$ cat src/rtl/ptfr_pkg.sv
package ptfr_pkg;

   localparam int MAX_PAYLOAD = 4;

   localparam logic [2:0] EV_NONE = 3'd0;
   localparam logic [2:0] EV_GOOD = 3'd1;
   localparam logic [2:0] EV_DUP  = 3'd2;
   localparam logic [2:0] EV_CRC  = 3'd3;
   localparam logic [2:0] EV_SYM  = 3'd4;

   localparam logic [2:0] REG_ZERO_MIN = 3'd0;
   localparam logic [2:0] REG_ZERO_MAX = 3'd1;
   localparam logic [2:0] REG_ONE_MIN  = 3'd2;
   localparam logic [2:0] REG_ONE_MAX  = 3'd3;
   localparam logic [2:0] REG_TWO_MIN  = 3'd4;
   localparam logic [2:0] REG_TWO_MAX  = 3'd5;
   localparam logic [2:0] REG_REPEAT   = 3'd6;

   localparam logic [2:0] REPEAT_AUTO  = 3'd5;

   typedef enum logic [2:0] {
      PH_SEARCH = 3'b001,
      PH_ZERO   = 3'b010,
      PH_DATA   = 3'b100
   } phase_type;

   typedef enum logic [3:0] {
      LG_HDR1 = 4'b0001,
      LG_HDR2 = 4'b0010,
      LG_DAT1 = 4'b0100,
      LG_DAT2 = 4'b1000
   } logic_phase_type;

   function automatic logic [3:0] crc_push(input logic [3:0] crc, input logic bit_in);
      logic [3:0] nxt;
      nxt = {crc[2:0], 1'b0};
      if (crc[3] ^ bit_in) nxt = nxt ^ 4'h3;
      return nxt;
   endfunction

endpackage

$ cat src/rtl/pulse_trit_frame_receiver.sv
// Pulse trit frame receiver.
// Input channel (req_valid/req_ready, req_pulse_width_us): one measured servo
// pulse width per transfer. Each width is classified into trit 0, 1 or 2,
// groups of samples are reduced by majority, a sync run of twos followed by
// zeros aligns the decoder, and trit pairs build header, payload and CRC.
// Result channel (rsp_valid/rsp_ready): exactly one result per input
// transfer, carrying the event code, frame bytes, length, sequence bit and
// repeat status.
// The result is in the output register in the cycle after the input transfer.
// Throughput: one item per cycle while the output register is free or its
// result is taken, with the output register as the single stage after decode.
// When the receiver stalls, the output register holds and req_ready drops
// only while a result is waiting and not being taken; a taken result frees
// the slot in the same cycle.
// Reset (synchronous, active high) restores the default windows, automatic
// repeat detection with count two, sync search and clears the last frame.
// A configuration write (csr_write_enable, csr_index, csr_write_data) must be
// issued while idle and returns the decoder to sync search.
module pulse_trit_frame_receiver (
   input  logic        clock,
   input  logic        reset,
   input  logic        req_valid,
   output logic        req_ready,
   input  logic [11:0] req_pulse_width_us,
   output logic        rsp_valid,
   input  logic        rsp_ready,
   output logic [2:0]  rsp_event_res,
   output logic [31:0] rsp_frame_bytes,
   output logic [2:0]  rsp_frame_length,
   output logic        rsp_frame_sequence,
   output logic        rsp_majority_corrected,
   output logic        rsp_repeat_known,
   output logic [2:0]  rsp_repeat_in_use,
   input  logic        csr_write_enable,
   input  logic [2:0]  csr_index,
   input  logic [11:0] csr_write_data
);

   logic [11:0] win_lo_ff [3];
   logic [11:0] win_hi_ff [3];
   logic [2:0]  repeat_setting_ff;

   ptfr_pkg::phase_type       phase_ff, phase_in;
   logic [7:0]  run_ff, run_in;
   logic [2:0]  zsamp_ff, zsamp_in, zhits_ff, zhits_in;
   logic [2:0]  gsamp_ff, gsamp_in;
   logic [2:0]  gcnt_ff [3];
   logic [2:0]  gcnt_in [3];
   ptfr_pkg::logic_phase_type lphase_ff, lphase_in;
   logic [1:0]  held_ff, held_in;
   logic        cseq_ff, cseq_in;
   logic [2:0]  clen_ff, clen_in;
   logic [7:0]  pay_ff [4];
   logic [7:0]  pay_in [4];
   logic [1:0]  bytepos_ff, bytepos_in;
   logic [2:0]  bitpos_ff, bitpos_in;
   logic [3:0]  crc_ff, crc_in, crcr_ff, crcr_in;
   logic [5:0]  done_ff, done_in, total_ff, total_in;
   logic [2:0]  rcount_ff, rcount_in;
   logic        rfound_ff, rfound_in;
   logic        pvalid_ff, pvalid_in, pseq_ff, pseq_in;
   logic [2:0]  plen_ff, plen_in;
   logic [7:0]  ppay_ff [4];
   logic [7:0]  ppay_in [4];

   logic        out_valid_ff;
   logic [2:0]  out_ev_ff, ev;
   logic [31:0] out_bytes_ff, bytes_v;
   logic [2:0]  out_len_ff, len_v;
   logic        out_seq_ff, seq_v, out_corr_ff, corr_v;
   logic [2:0]  out_rc_ff;
   logic        out_rf_ff;

   logic        take;
   assign req_ready = !out_valid_ff || rsp_ready;
   assign take = req_valid && req_ready;

   logic        t_valid;
   logic [1:0]  t_val;
   always_comb begin
      t_valid = 1'b0;
      t_val = 2'd0;
      for (int t = 2; t >= 0; t--) begin
         if (req_pulse_width_us >= win_lo_ff[t] && req_pulse_width_us <= win_hi_ff[t]) begin
            t_valid = 1'b1;
            t_val = 2'(t);
         end
      end
   end

   logic [2:0] spt_m1;
   logic [2:0] need_maj;
   logic [3:0] spt;
   assign spt_m1 = rcount_ff;
   assign spt = {1'b0, rcount_ff} + 4'd1;
   assign need_maj = 3'(spt >> 1) + 3'd1;

   always_comb begin
      logic sync_back, do_start, found;
      logic [2:0] best, new_rc, nm;
      logic [3:0] nspt;
      logic [7:0] e, d;
      logic [7:0] need;
      logic [2:0] gs;
      logic [2:0] cnt [3];
      logic       winf;
      logic [1:0] win;
      logic [3:0] v;
      logic [2:0] vb;
      logic       dup;
      logic [3:0] c;
      logic       fin, bitv;

      phase_in = phase_ff; run_in = run_ff; zsamp_in = zsamp_ff; zhits_in = zhits_ff;
      gsamp_in = gsamp_ff; gcnt_in = gcnt_ff; lphase_in = lphase_ff; held_in = held_ff;
      cseq_in = cseq_ff; clen_in = clen_ff; pay_in = pay_ff; bytepos_in = bytepos_ff;
      bitpos_in = bitpos_ff; crc_in = crc_ff; crcr_in = crcr_ff; done_in = done_ff;
      total_in = total_ff; rcount_in = rcount_ff; rfound_in = rfound_ff;
      pvalid_in = pvalid_ff; pseq_in = pseq_ff; plen_in = plen_ff; ppay_in = ppay_ff;
      ev = ptfr_pkg::EV_NONE; seq_v = 1'b0; corr_v = 1'b0;
      sync_back = 1'b0; do_start = 1'b0; found = 1'b0; best = 3'd0;
      e = 8'd0; d = 8'd0; need = 8'd0; gs = 3'd0; cnt = gcnt_ff; winf = 1'b0;
      win = 2'd0; v = 4'd0; vb = 3'd0; dup = 1'b0; c = crc_ff; fin = 1'b0; bitv = 1'b0;
      new_rc = rcount_ff; nm = need_maj; nspt = spt;

      case (phase_ff)
         ptfr_pkg::PH_SEARCH: begin
            if (t_valid && t_val == 2'd2) begin
               if (run_ff != 8'd255) run_in = run_ff + 8'd1;
            end else if (t_valid && t_val == 2'd0) begin
               if (repeat_setting_ff == ptfr_pkg::REPEAT_AUTO) begin
                  for (int r = 4; r >= 0; r--) begin
                     e = 8'(3 * (r + 1));
                     d = (run_ff > e) ? run_ff - e : e - run_ff;
                     if (d <= 8'd1) begin
                        found = 1'b1;
                        best = 3'(r);
                     end
                  end
                  if (found) begin
                     rcount_in = best;
                     rfound_in = 1'b1;
                     new_rc = best;
                     do_start = 1'b1;
                  end else begin
                     run_in = 8'd0;
                  end
               end else begin
                  need = (spt_m1 != 3'd0) ? 8'(3 * spt - 2) : 8'd3;
                  if (run_ff >= need) do_start = 1'b1;
                  else run_in = 8'd0;
               end
            end else begin
               run_in = 8'd0;
            end
            if (do_start) begin
               zsamp_in = 3'd1;
               zhits_in = 3'd1;
               if (new_rc == 3'd0) begin
                  gsamp_in = 3'd0;
                  for (int i = 0; i < 3; i++) gcnt_in[i] = 3'd0;
                  lphase_in = ptfr_pkg::LG_HDR1;
                  phase_in = ptfr_pkg::PH_DATA;
               end else begin
                  phase_in = ptfr_pkg::PH_ZERO;
               end
            end
         end
         ptfr_pkg::PH_ZERO: begin
            zsamp_in = zsamp_ff + 3'd1;
            zhits_in = zhits_ff + ((t_valid && t_val == 2'd0) ? 3'd1 : 3'd0);
            if ({1'b0, zsamp_in} >= nspt) begin
               if (zhits_in >= nm) begin
                  gsamp_in = 3'd0;
                  for (int i = 0; i < 3; i++) gcnt_in[i] = 3'd0;
                  lphase_in = ptfr_pkg::LG_HDR1;
                  phase_in = ptfr_pkg::PH_DATA;
               end else begin
                  ev = ptfr_pkg::EV_SYM;
                  sync_back = 1'b1;
               end
            end
         end
         ptfr_pkg::PH_DATA: begin
            gs = gsamp_ff + 3'd1;
            gsamp_in = gs;
            if (t_valid) cnt[t_val] = gcnt_ff[t_val] + 3'd1;
            gcnt_in = cnt;
            if ({1'b0, gs} >= nspt) begin
               for (int i = 2; i >= 0; i--) begin
                  if (cnt[i] >= nm) begin
                     winf = 1'b1;
                     win = 2'(i);
                  end
               end
               if (!winf) begin
                  ev = ptfr_pkg::EV_SYM;
                  sync_back = 1'b1;
               end else begin
                  if ({1'b0, cnt[win]} != nspt) corr_v = 1'b1;
                  gsamp_in = 3'd0;
                  for (int i = 0; i < 3; i++) gcnt_in[i] = 3'd0;
                  if (lphase_ff == ptfr_pkg::LG_HDR1 || lphase_ff == ptfr_pkg::LG_DAT1) begin
                     held_in = win;
                     lphase_in = (lphase_ff == ptfr_pkg::LG_HDR1) ?
                                 ptfr_pkg::LG_HDR2 : ptfr_pkg::LG_DAT2;
                  end else begin
                     v = {held_ff, 1'b0} + {2'b00, held_ff} + {2'b00, win};
                     vb = v[2:0];
                     if (v > 4'd7) begin
                        ev = ptfr_pkg::EV_SYM;
                        sync_back = 1'b1;
                     end else if (lphase_ff == ptfr_pkg::LG_HDR2) begin
                        cseq_in = vb[2];
                        clen_in = {1'b0, vb[1:0]} + 3'd1;
                        if (clen_in > 3'(ptfr_pkg::MAX_PAYLOAD)) begin
                           ev = ptfr_pkg::EV_SYM;
                           sync_back = 1'b1;
                        end else begin
                           for (int i = 0; i < 4; i++) pay_in[i] = 8'd0;
                           bytepos_in = 2'd0;
                           bitpos_in = 3'd0;
                           crcr_in = 4'd0;
                           done_in = 6'd0;
                           total_in = {clen_in, 3'b000} + 6'd4;
                           c = 4'hF;
                           for (int b = 2; b >= 0; b--) c = ptfr_pkg::crc_push(c, vb[b]);
                           crc_in = c;
                           lphase_in = ptfr_pkg::LG_DAT1;
                        end
                     end else begin
                        lphase_in = ptfr_pkg::LG_DAT1;
                        for (int b = 2; b >= 0; b--) begin
                           if (!fin && done_in < total_in) begin
                              bitv = vb[b];
                              if (done_in < {clen_ff, 3'b000}) begin
                                 pay_in[bytepos_in] = {pay_in[bytepos_in][6:0], bitv};
                                 crc_in = ptfr_pkg::crc_push(crc_in, bitv);
                                 if (bitpos_in == 3'd7) begin
                                    bitpos_in = 3'd0;
                                    bytepos_in = bytepos_in + 2'd1;
                                 end else begin
                                    bitpos_in = bitpos_in + 3'd1;
                                 end
                              end else begin
                                 crcr_in = {crcr_in[2:0], bitv};
                              end
                              done_in = done_in + 6'd1;
                              if (done_in >= total_in) fin = 1'b1;
                           end
                        end
                        if (fin) begin
                           seq_v = cseq_ff;
                           if (crc_in != crcr_in) begin
                              ev = ptfr_pkg::EV_CRC;
                           end else begin
                              dup = pvalid_ff && pseq_ff == cseq_ff && plen_ff == clen_ff;
                              for (int i = 0; i < 4; i++)
                                 if (3'(i) < clen_ff && pay_in[i] != ppay_ff[i]) dup = 1'b0;
                              if (dup) begin
                                 ev = ptfr_pkg::EV_DUP;
                              end else begin
                                 ev = ptfr_pkg::EV_GOOD;
                                 pvalid_in = 1'b1;
                                 pseq_in = cseq_ff;
                                 plen_in = clen_ff;
                                 for (int i = 0; i < 4; i++)
                                    if (3'(i) < clen_ff) ppay_in[i] = pay_in[i];
                              end
                           end
                           sync_back = 1'b1;
                        end
                     end
                  end
               end
            end
         end
         default: sync_back = 1'b1;
      endcase

      if (sync_back) begin
         phase_in = ptfr_pkg::PH_SEARCH; run_in = 8'd0; zsamp_in = 3'd0; zhits_in = 3'd0;
         gsamp_in = 3'd0;
         for (int i = 0; i < 3; i++) gcnt_in[i] = 3'd0;
         lphase_in = ptfr_pkg::LG_HDR1; held_in = 2'd0; cseq_in = 1'b0; clen_in = 3'd0;
         for (int i = 0; i < 4; i++) pay_in[i] = 8'd0;
         bytepos_in = 2'd0; bitpos_in = 3'd0; crc_in = 4'hF; crcr_in = 4'd0;
         done_in = 6'd0; total_in = 6'd0;
      end

      bytes_v = 32'd0;
      len_v = 3'd0;
      if (ev == ptfr_pkg::EV_GOOD) begin
         len_v = plen_in;
         for (int i = 0; i < 4; i++)
            if (3'(i) < plen_in) bytes_v[8*i +: 8] = ppay_in[i];
      end
   end

   always_ff @(posedge clock) begin
      if (reset) begin
         win_lo_ff[0] <= 12'd800;  win_hi_ff[0] <= 12'd1200;
         win_lo_ff[1] <= 12'd1300; win_hi_ff[1] <= 12'd1700;
         win_lo_ff[2] <= 12'd1800; win_hi_ff[2] <= 12'd2200;
         repeat_setting_ff <= ptfr_pkg::REPEAT_AUTO;
         rcount_ff <= 3'd2; rfound_ff <= 1'b0;
         pvalid_ff <= 1'b0; pseq_ff <= 1'b0; plen_ff <= 3'd0;
         for (int i = 0; i < 4; i++) ppay_ff[i] <= 8'd0;
         out_valid_ff <= 1'b0;
      end else begin
         if (csr_write_enable && csr_index <= ptfr_pkg::REG_REPEAT) begin
            case (csr_index)
               ptfr_pkg::REG_ZERO_MIN: win_lo_ff[0] <= csr_write_data;
               ptfr_pkg::REG_ZERO_MAX: win_hi_ff[0] <= csr_write_data;
               ptfr_pkg::REG_ONE_MIN:  win_lo_ff[1] <= csr_write_data;
               ptfr_pkg::REG_ONE_MAX:  win_hi_ff[1] <= csr_write_data;
               ptfr_pkg::REG_TWO_MIN:  win_lo_ff[2] <= csr_write_data;
               ptfr_pkg::REG_TWO_MAX:  win_hi_ff[2] <= csr_write_data;
               default: begin
                  repeat_setting_ff <= csr_write_data[2:0];
                  if (csr_write_data[2:0] == ptfr_pkg::REPEAT_AUTO) begin
                     rfound_ff <= 1'b0;
                  end else begin
                     rfound_ff <= 1'b1;
                     rcount_ff <= (csr_write_data[2:0] > 3'd4) ? 3'd4 : csr_write_data[2:0];
                  end
               end
            endcase
         end else if (take) begin
            rcount_ff <= rcount_in; rfound_ff <= rfound_in;
            pvalid_ff <= pvalid_in; pseq_ff <= pseq_in; plen_ff <= plen_in;
            ppay_ff <= ppay_in;
         end
         if (take && !(csr_write_enable && csr_index <= ptfr_pkg::REG_REPEAT)) begin
            out_valid_ff <= 1'b1;
         end else if (rsp_valid && rsp_ready) begin
            out_valid_ff <= 1'b0;
         end
      end
   end

   always_ff @(posedge clock) begin
      if (reset || (csr_write_enable && csr_index <= ptfr_pkg::REG_REPEAT)) begin
         phase_ff <= ptfr_pkg::PH_SEARCH; run_ff <= 8'd0; zsamp_ff <= 3'd0; zhits_ff <= 3'd0;
         gsamp_ff <= 3'd0;
         for (int i = 0; i < 3; i++) gcnt_ff[i] <= 3'd0;
         lphase_ff <= ptfr_pkg::LG_HDR1; held_ff <= 2'd0; cseq_ff <= 1'b0; clen_ff <= 3'd0;
         for (int i = 0; i < 4; i++) pay_ff[i] <= 8'd0;
         bytepos_ff <= 2'd0; bitpos_ff <= 3'd0; crc_ff <= 4'hF; crcr_ff <= 4'd0;
         done_ff <= 6'd0; total_ff <= 6'd0;
      end else if (take) begin
         phase_ff <= phase_in; run_ff <= run_in; zsamp_ff <= zsamp_in; zhits_ff <= zhits_in;
         gsamp_ff <= gsamp_in; gcnt_ff <= gcnt_in; lphase_ff <= lphase_in; held_ff <= held_in;
         cseq_ff <= cseq_in; clen_ff <= clen_in; pay_ff <= pay_in; bytepos_ff <= bytepos_in;
         bitpos_ff <= bitpos_in; crc_ff <= crc_in; crcr_ff <= crcr_in; done_ff <= done_in;
         total_ff <= total_in;
      end
   end

   always_ff @(posedge clock) begin
      if (take) begin
         out_ev_ff <= ev; out_bytes_ff <= bytes_v; out_len_ff <= len_v;
         out_seq_ff <= seq_v; out_corr_ff <= corr_v;
         out_rc_ff <= rcount_in; out_rf_ff <= rfound_in;
      end
   end

   assign rsp_valid = out_valid_ff;
   assign rsp_event_res = out_ev_ff;
   assign rsp_frame_bytes = out_bytes_ff;
   assign rsp_frame_length = out_len_ff;
   assign rsp_frame_sequence = out_seq_ff;
   assign rsp_majority_corrected = out_corr_ff;
   assign rsp_repeat_known = out_rf_ff;
   assign rsp_repeat_in_use = out_rc_ff;

`ifndef SYNTHESIS
   a_ready_when_free: assert property (@(posedge clock) disable iff (reset)
      !rsp_valid |-> req_ready) else $error("ready low with empty output");
   a_result_follows: assert property (@(posedge clock) disable iff (reset)
      (req_valid && req_ready) |=> rsp_valid) else $error("result missing");
   a_len_only_good: assert property (@(posedge clock) disable iff (reset)
      (rsp_valid && rsp_event_res != ptfr_pkg::EV_GOOD) |-> rsp_frame_length == 3'd0)
      else $error("length on non-good event");
   a_rc_range: assert property (@(posedge clock) disable iff (reset)
      rsp_valid |-> rsp_repeat_in_use <= 3'd4) else $error("repeat out of range");
`endif

endmodule

$ cat config.mk
export PLATFORM = sky130hd
export DESIGN_NAME = pulse_trit_frame_receiver
export DESIGN_NICKNAME = d
export VERILOG_FILES = /design/src/rtl/ptfr_pkg.sv /design/src/rtl/pulse_trit_frame_receiver.sv
export SDC_FILE = /design/constraint.sdc
export NUM_CORES = 1
export LEC_CHECK = 0
export ABC_AREA = 1
export BUFFER_PORTS_ARGS = -buffer_cell sky130_fd_sc_hd__buf_2
export CORE_ASPECT_RATIO = 0.7
export CORE_MARGIN = 2
export CORE_UTILIZATION = 48
export CTS_BUF_LIST = sky130_fd_sc_hd__clkbuf_2 sky130_fd_sc_hd__clkbuf_4 sky130_fd_sc_hd__clkbuf_8
export DETAILED_ROUTE_END_ITERATION = 10
export SYNTH_ARGS = -nofsm -noshare
export SYNTH_HDL_FRONTEND = slang
export SYNTH_SLANG_ARGS = --single-unit
$ cat constraint.sdc
create_clock -name clock -period 21.1 [get_ports clock]
set_clock_uncertainty 0.2 [all_clocks]
set_input_delay 3.165 -clock clock [delete_from_list [all_inputs] [get_ports clock]]
set_output_delay 3.165 -clock clock [all_outputs]
set_load 0.005 [all_outputs]
Word-level counts from Yosys, hierarchy flattened
Memories as Yosys holds them, arrays and structs flattened.
Index checks and enable logic that the tools add are counted.
Word-level totals
  flip-flop bits (word level): 185
  bits in writable memories: 72
  bits of input ports: 32
  output and inout bits: 46
  memories: 2
Memory list
  win_hi_ff: words 3, bits a word 12, read ports 3, clocked after Yosys merged registers in 0, write ports 3, line pulse_trit_frame_receiver.sv:40  | logic [11:0] win_hi_ff [3];
  win_lo_ff: words 3, bits a word 12, read ports 3, clocked after Yosys merged registers in 0, write ports 3, line pulse_trit_frame_receiver.sv:39  | logic [11:0] win_lo_ff [3];
Cells by class
  $add $sub $neg: 31
  multipliers: 1
  order comparisons: 53
  equal/unequal tests: 44
  mux-type cells: 467
  bitwise operators: 32
  reductions and logical operators: 63
Operators with widths (number)
  $mux 32: 41
  $mux 4: 78
  $mux 3: 89
  $mux 6: 31
  $mux 8: 21
  $mux 1: 114
  $mux 2: 51
  $bwmux 32: 3
  $mux 9: 9
  $mux 12: 6
  $bmux 8 s2: 3
  $demux 8 s2: 3
  $mux 7: 6
  $le 8x1->1 const B: 5
  $ge 12x12->1: 3
  $le 12x12->1: 3
  $lt 6x6->1: 6
  $ne 8x8->1: 4
  $pmux 9 s3: 1
  $eq 3x3->1 const B: 8
  $gt 8x4->1 const B: 3
  $pmux 3 s2: 4
  $sub 4x8->8 const A: 3
  $sub 8x4->8 const B: 3
  other kinds (77): 193

Longest topological paths before layout
An unclocked memory read counts as a cell.
  depth after elaboration: 79
  gate-level depth with buffers: 67

Worst setup path after synthesis
No wires, ideal clock.
  path type: input port to flip-flop
  start: in req_pulse_width_us[0]
  end: reg out_bytes_ff[10] (netlist: rsp_frame_bytes[10]), data pin
  data arrival time: 10.320 ns
  path slack: 10.324 ns
  stages on the path: 61
  path buffers: 1
  path through: inv_1 ha_1 inv_1 nand2_1 a21oi_1 o21bai_1 a21oi_1 o21ai_0 a31oi_1 o21ai_0 nand2_1 nand4_1 clkbuf_1 nand3_1 o21ai_0 inv_1 ha_1 xnor2_1 [... 25 more ...] o21ai_1 nand2_1 nand3_1 nand2_1 nand3_1 nand2_1 nand2_1 nand2_1 nor2_1 nand2_1 nor2_1 nor2_1 nor2_1 nand2_4 nand3_4 nor2_8 nor2_4 nor2_1
Between the ends
  cells in the longest elaborated chain, start to end: 78
  elaborated cells between the ends (all ways): 182
  those cells by class: add/sub: 4; order compare: 15; eq/ne: 6; mux: 140; bitwise: 6; reduce/logical: 11
RTL lines
  start: declaration: line pulse_trit_frame_receiver.sv:24  | input logic [11:0] req_pulse_width_us,
  $ge 12x12->1 / $le 12x12->1 (equally long branches): line pulse_trit_frame_receiver.sv:84  | if (req_pulse_width_us >= win_lo_ff[t] && req_pulse_width_us <= win_hi_ff[t]) begin
  $logic_and 1x1->1: line pulse_trit_frame_receiver.sv:84
  $mux 2 (3 in series): line pulse_trit_frame_receiver.sv:84
  $not 2->3 (implied by the code): line pulse_trit_frame_receiver.sv:187  | if (t_valid) cnt[t_val] = gcnt_ff[t_val] + 3'd1;
  $bmux 3 s2, or another cell as far along: line pulse_trit_frame_receiver.sv:187
  $mux 3 (implied by the code) / $logic_and 1x1->1 (equally long branches): line pulse_trit_frame_receiver.sv:187
  $mux 3 (implied by the code): line pulse_trit_frame_receiver.sv:187
  $add 3x1->3 / $demux 3 s2 (equally long branches): line pulse_trit_frame_receiver.sv:187
  [... 60 more ...]
  $mux 3: line pulse_trit_frame_receiver.sv:213  | end else if (lphase_ff == ptfr_pkg::LG_HDR2) begin
  $mux 3: line pulse_trit_frame_receiver.sv:210  | if (v > 4'd7) begin
  $mux 3: line pulse_trit_frame_receiver.sv:203  | if (lphase_ff == ptfr_pkg::LG_HDR1 || lphase_ff == ptfr_pkg::LG_DAT1) begin
  $mux 3: line pulse_trit_frame_receiver.sv:196  | if (!winf) begin
  $mux 3: line pulse_trit_frame_receiver.sv:189  | if ({1'b0, gs} >= nspt) begin
  $mux 3 / $pmux 3 s2 (equally long branches): line pulse_trit_frame_receiver.sv:126  | case (phase_ff)
  $lt 1x3->1 / $eq 3x1->1 (equally long branches): line pulse_trit_frame_receiver.sv:296, pulse_trit_frame_receiver.sv:293
  $reduce_and 2->1 (no line)
  end signal: assignment: line pulse_trit_frame_receiver.sv:362  | out_ev_ff <= ev; out_bytes_ff <= bytes_v; out_len_ff <= len_v;
  end: declaration: line pulse_trit_frame_receiver.sv:68  | logic [31:0] out_bytes_ff, bytes_v;
Several ways; a longest one is shown, not always the timed one. The select of a mux whose other input is x is not followed.
A chain may end at the register's enable or synchronous reset.

Final worst setup path
  start: in req_pulse_width_us[0]
  end: reg out_bytes_ff[6] (netlist: rsp_frame_bytes[6]), data pin
The elaborated chain is that of the path after synthesis.

==> flow_summary.yaml <==
status:
  status: "complete, no violations"
synthesis:
  synth_top_family_by_area: "simple AND/OR/NAND/NOR gates"
  syn_nets: 3133
  synth_area_um2: 20100
  synth_simple_gate_area_frac: 0.285
  yosysMostFrequentCell: "nand2_1"
  synthArstFlopShare: 0
  muxShareOfSynthArea: 0.00206
  avgSynthCellArea_um2: 6.89
  synth_area_leaders: "edfxtp_1 (17%), nand2_1 (15%), dfxtp_1 (14%), ha_1 (11%), inv_1 (8.3%)"
  ys_seq_area_frac: 0.312
  syn_inst: 2917
  synth_compound_gate_area_share: 0.151
  synth_edf_count: 116
  yosysTopAreaCellShare: 0.173
  synthAdderAreaFrac: 0.116
  synth_common_cells: "nand2_1 (814), inv_1 (444), nand3_1 (243)"
  synth_area_leader_cell: "edfxtp_1"
  synth-seq-cells: 255
  synthXorXnorAreaFrac: 0.0231
  ys.flop_type: "dfxtp_1"
  synth-warning-count: 0
  synth_cell_type_count: 64
global_route:
  grt_usage: 0.298
  grt_antenna_before_repair: 1
  grt_max_degree: 71
  grt_pass1_vias: 17972
  grt_pass1_wl_mm: 103
  gr-total-overflow: 0
worst_setup_path:
  worstPathArrival_ns: 12.98
  critPathRequiredTime_ns: 21.38
  critPathLaunchType: "input pin"
  cp_top_family: "simple AND/OR/NAND/NOR gates"
  crit_buf_inv: 10
  crit_path_frequent_cell: "nand2_1"
  slowest_stage: "fa_1"
  crit_path_end_kind: "register"
  r2r-start: "win_lo_ff[0][0]"
  slowest_delay_ns: 0.65
  path_class: "in2reg"
  worstPathMaxFanout: 33
  crit_start: "req_pulse_width_us[0]"
finish:
  syn_to_final_growth_pct: 8.47
  layout-drive-gt1-share: 0.0820
  diodes: 0
  final_util: 0.530
  fin_cells: 3545
  final_cell_area_um2: 21800
  finalNetCount: 3184
cts:
  postCtsHoldBufs: 0
  cts_root_buf: "clkbuf_8"
  cts_made_buffers: 45
  cts_buffer_depth: 3
  clk_latency_ns: 0.62
  cts_resized: 0
  post_cts_buffers: 0
  cts.clk_slew.worst_paths_ns: 0.06
  htreeDepth: 2
  cts.sinks: 255
  cts_tree: "built"
detailed_routing:
  drt_iter0_drc: 2337
  viasPerCell: 5.61
  wl_per_cell_um: 18.6
  finalWirelength_mm: 66.1
  drt_first_pass_iters: 6
  vias: 19897
  drc: 0
  antenna_left: 0
floorplan:
  start_util: 0.489
  coreArea_um2: 41100
  rows: 62
  io_pins: 78
  die_h_um: 175
  die_w_um: 249
  die_area_um2: 43500
worst_hold_path:
  min_from: "crcr_ff[3]"
  hold_path.class: "reg2reg"
placement:
  numPortBuffers: 77
  place_hpwl_mm: 49.6
  dpl-instance-area_um2: 20900
  dp_cells: 3465
  place_congestion: 0.972
timing:
  relSlewSlack: 0.286
  fmax_ghz: 0.0788
  holdWs_ns: 0.259
  grt_setup_unrepaired: "no"
  timing.setup.tns_ns: 0
  fin_crit_sh: 0.602
  hold_violations: 0
  drv_slew: 0
  finalSetupViolations: 0
  worstMarginPinSlew_ns: 1.07
  period_minus_slack_ns: 12.69
pwr:
  ir_drop_mv: 0.0438
  power.density_nw_per_um2: 61.2
  total_leakage_power_uw: 0.0111
run:
  maxCapViolCount: 0
[flip-flops by register name, summed over array words and instances (netlist names), 4 cells and up]
name,count
win_hi_ff,36
win_lo_ff,36
pay_ff,32
ppay_ff,32
rsp_frame_bytes,32
gcnt_ff,9
run_ff,8
done_ff,6
crc_ff,4
crcr_ff,4
lphase_ff,4
total_ff,4
[final cells by class]
type | count | area, um2
timing repair buffer | 95 | 520
clock inverter | 12 | 80.1
tap | 544 | 681
multi-input combinational | 2101 | 11600
fill | 4073 | 19300
sequential | 255 | 6270
inverter | 470 | 1770
clock buffer | 68 | 836
[worst min-delay path: cells and delay by family, from the launching register on]
kind / cells / cell delay (ns)
AO/OA/AOI/OAI: 1 / 0.06
buffers and inverters: 1 / 0.06
flip-flops: 1 / 0.29
[power breakdown]
group	internal (uW)	switching (uW)
combinational	99.2	203
clock	255	225
sequential	540	13.5
total	894	441
[metal layers]
metal,track usage,share of wire
met5,0,0
met4,0.0499,0.015
met3,0.0669,0.10
met2,0.411,0.38
met1,0.471,0.50
[cell usage in the layout, fill, tap and decap left out, drive strengths merged, types with 10 or more instances in the layout]
cell type / n
a31oi: 24
nand3: 248
nand2: 829
inv: 465
clkbuf: 68
o21ai: 165
buf: 95
nand4: 55
o21bai: 10
dfxtp: 139
o21a: 11
nor3: 11
a211oi: 49
edfxtp: 116
clkinv: 17
a21oi: 207
xor2: 41
o211ai: 19
nor2: 172
ha: 180
xnor2: 12
[per-stage QoR]
stage                     total power (uW)  setup slack (ns)
after global placement                 854              8.24
after CTS                             1340              8.58
final                                 1330              8.41
after floorplan                        769             10.32
after global routing                  1410              7.36
after detailed placement               860              7.93
[cell families after synthesis]
kind of cell	after synthesis
AO/OA/AOI/OAI	525
XOR/XNOR	53
adder cells (fa/ha/maj)	184
buffers and inverters	561
flip-flops	255
multiplexers	4
AND/OR/NAND/NOR	1335
[worst paths after layout]
path	depth (start not counted)	slack [ns]	end
setup / recovery	61	8.41	rsp_frame_bytes[6]
hold / removal	2	0.26	crcr_ff[3]
setup reg to reg	59	10.88	rsp_frame_bytes[6]
hold reg to reg	2	0.26	crcr_ff[3]
No activity file was read; power rests on OpenSTA's default activity.
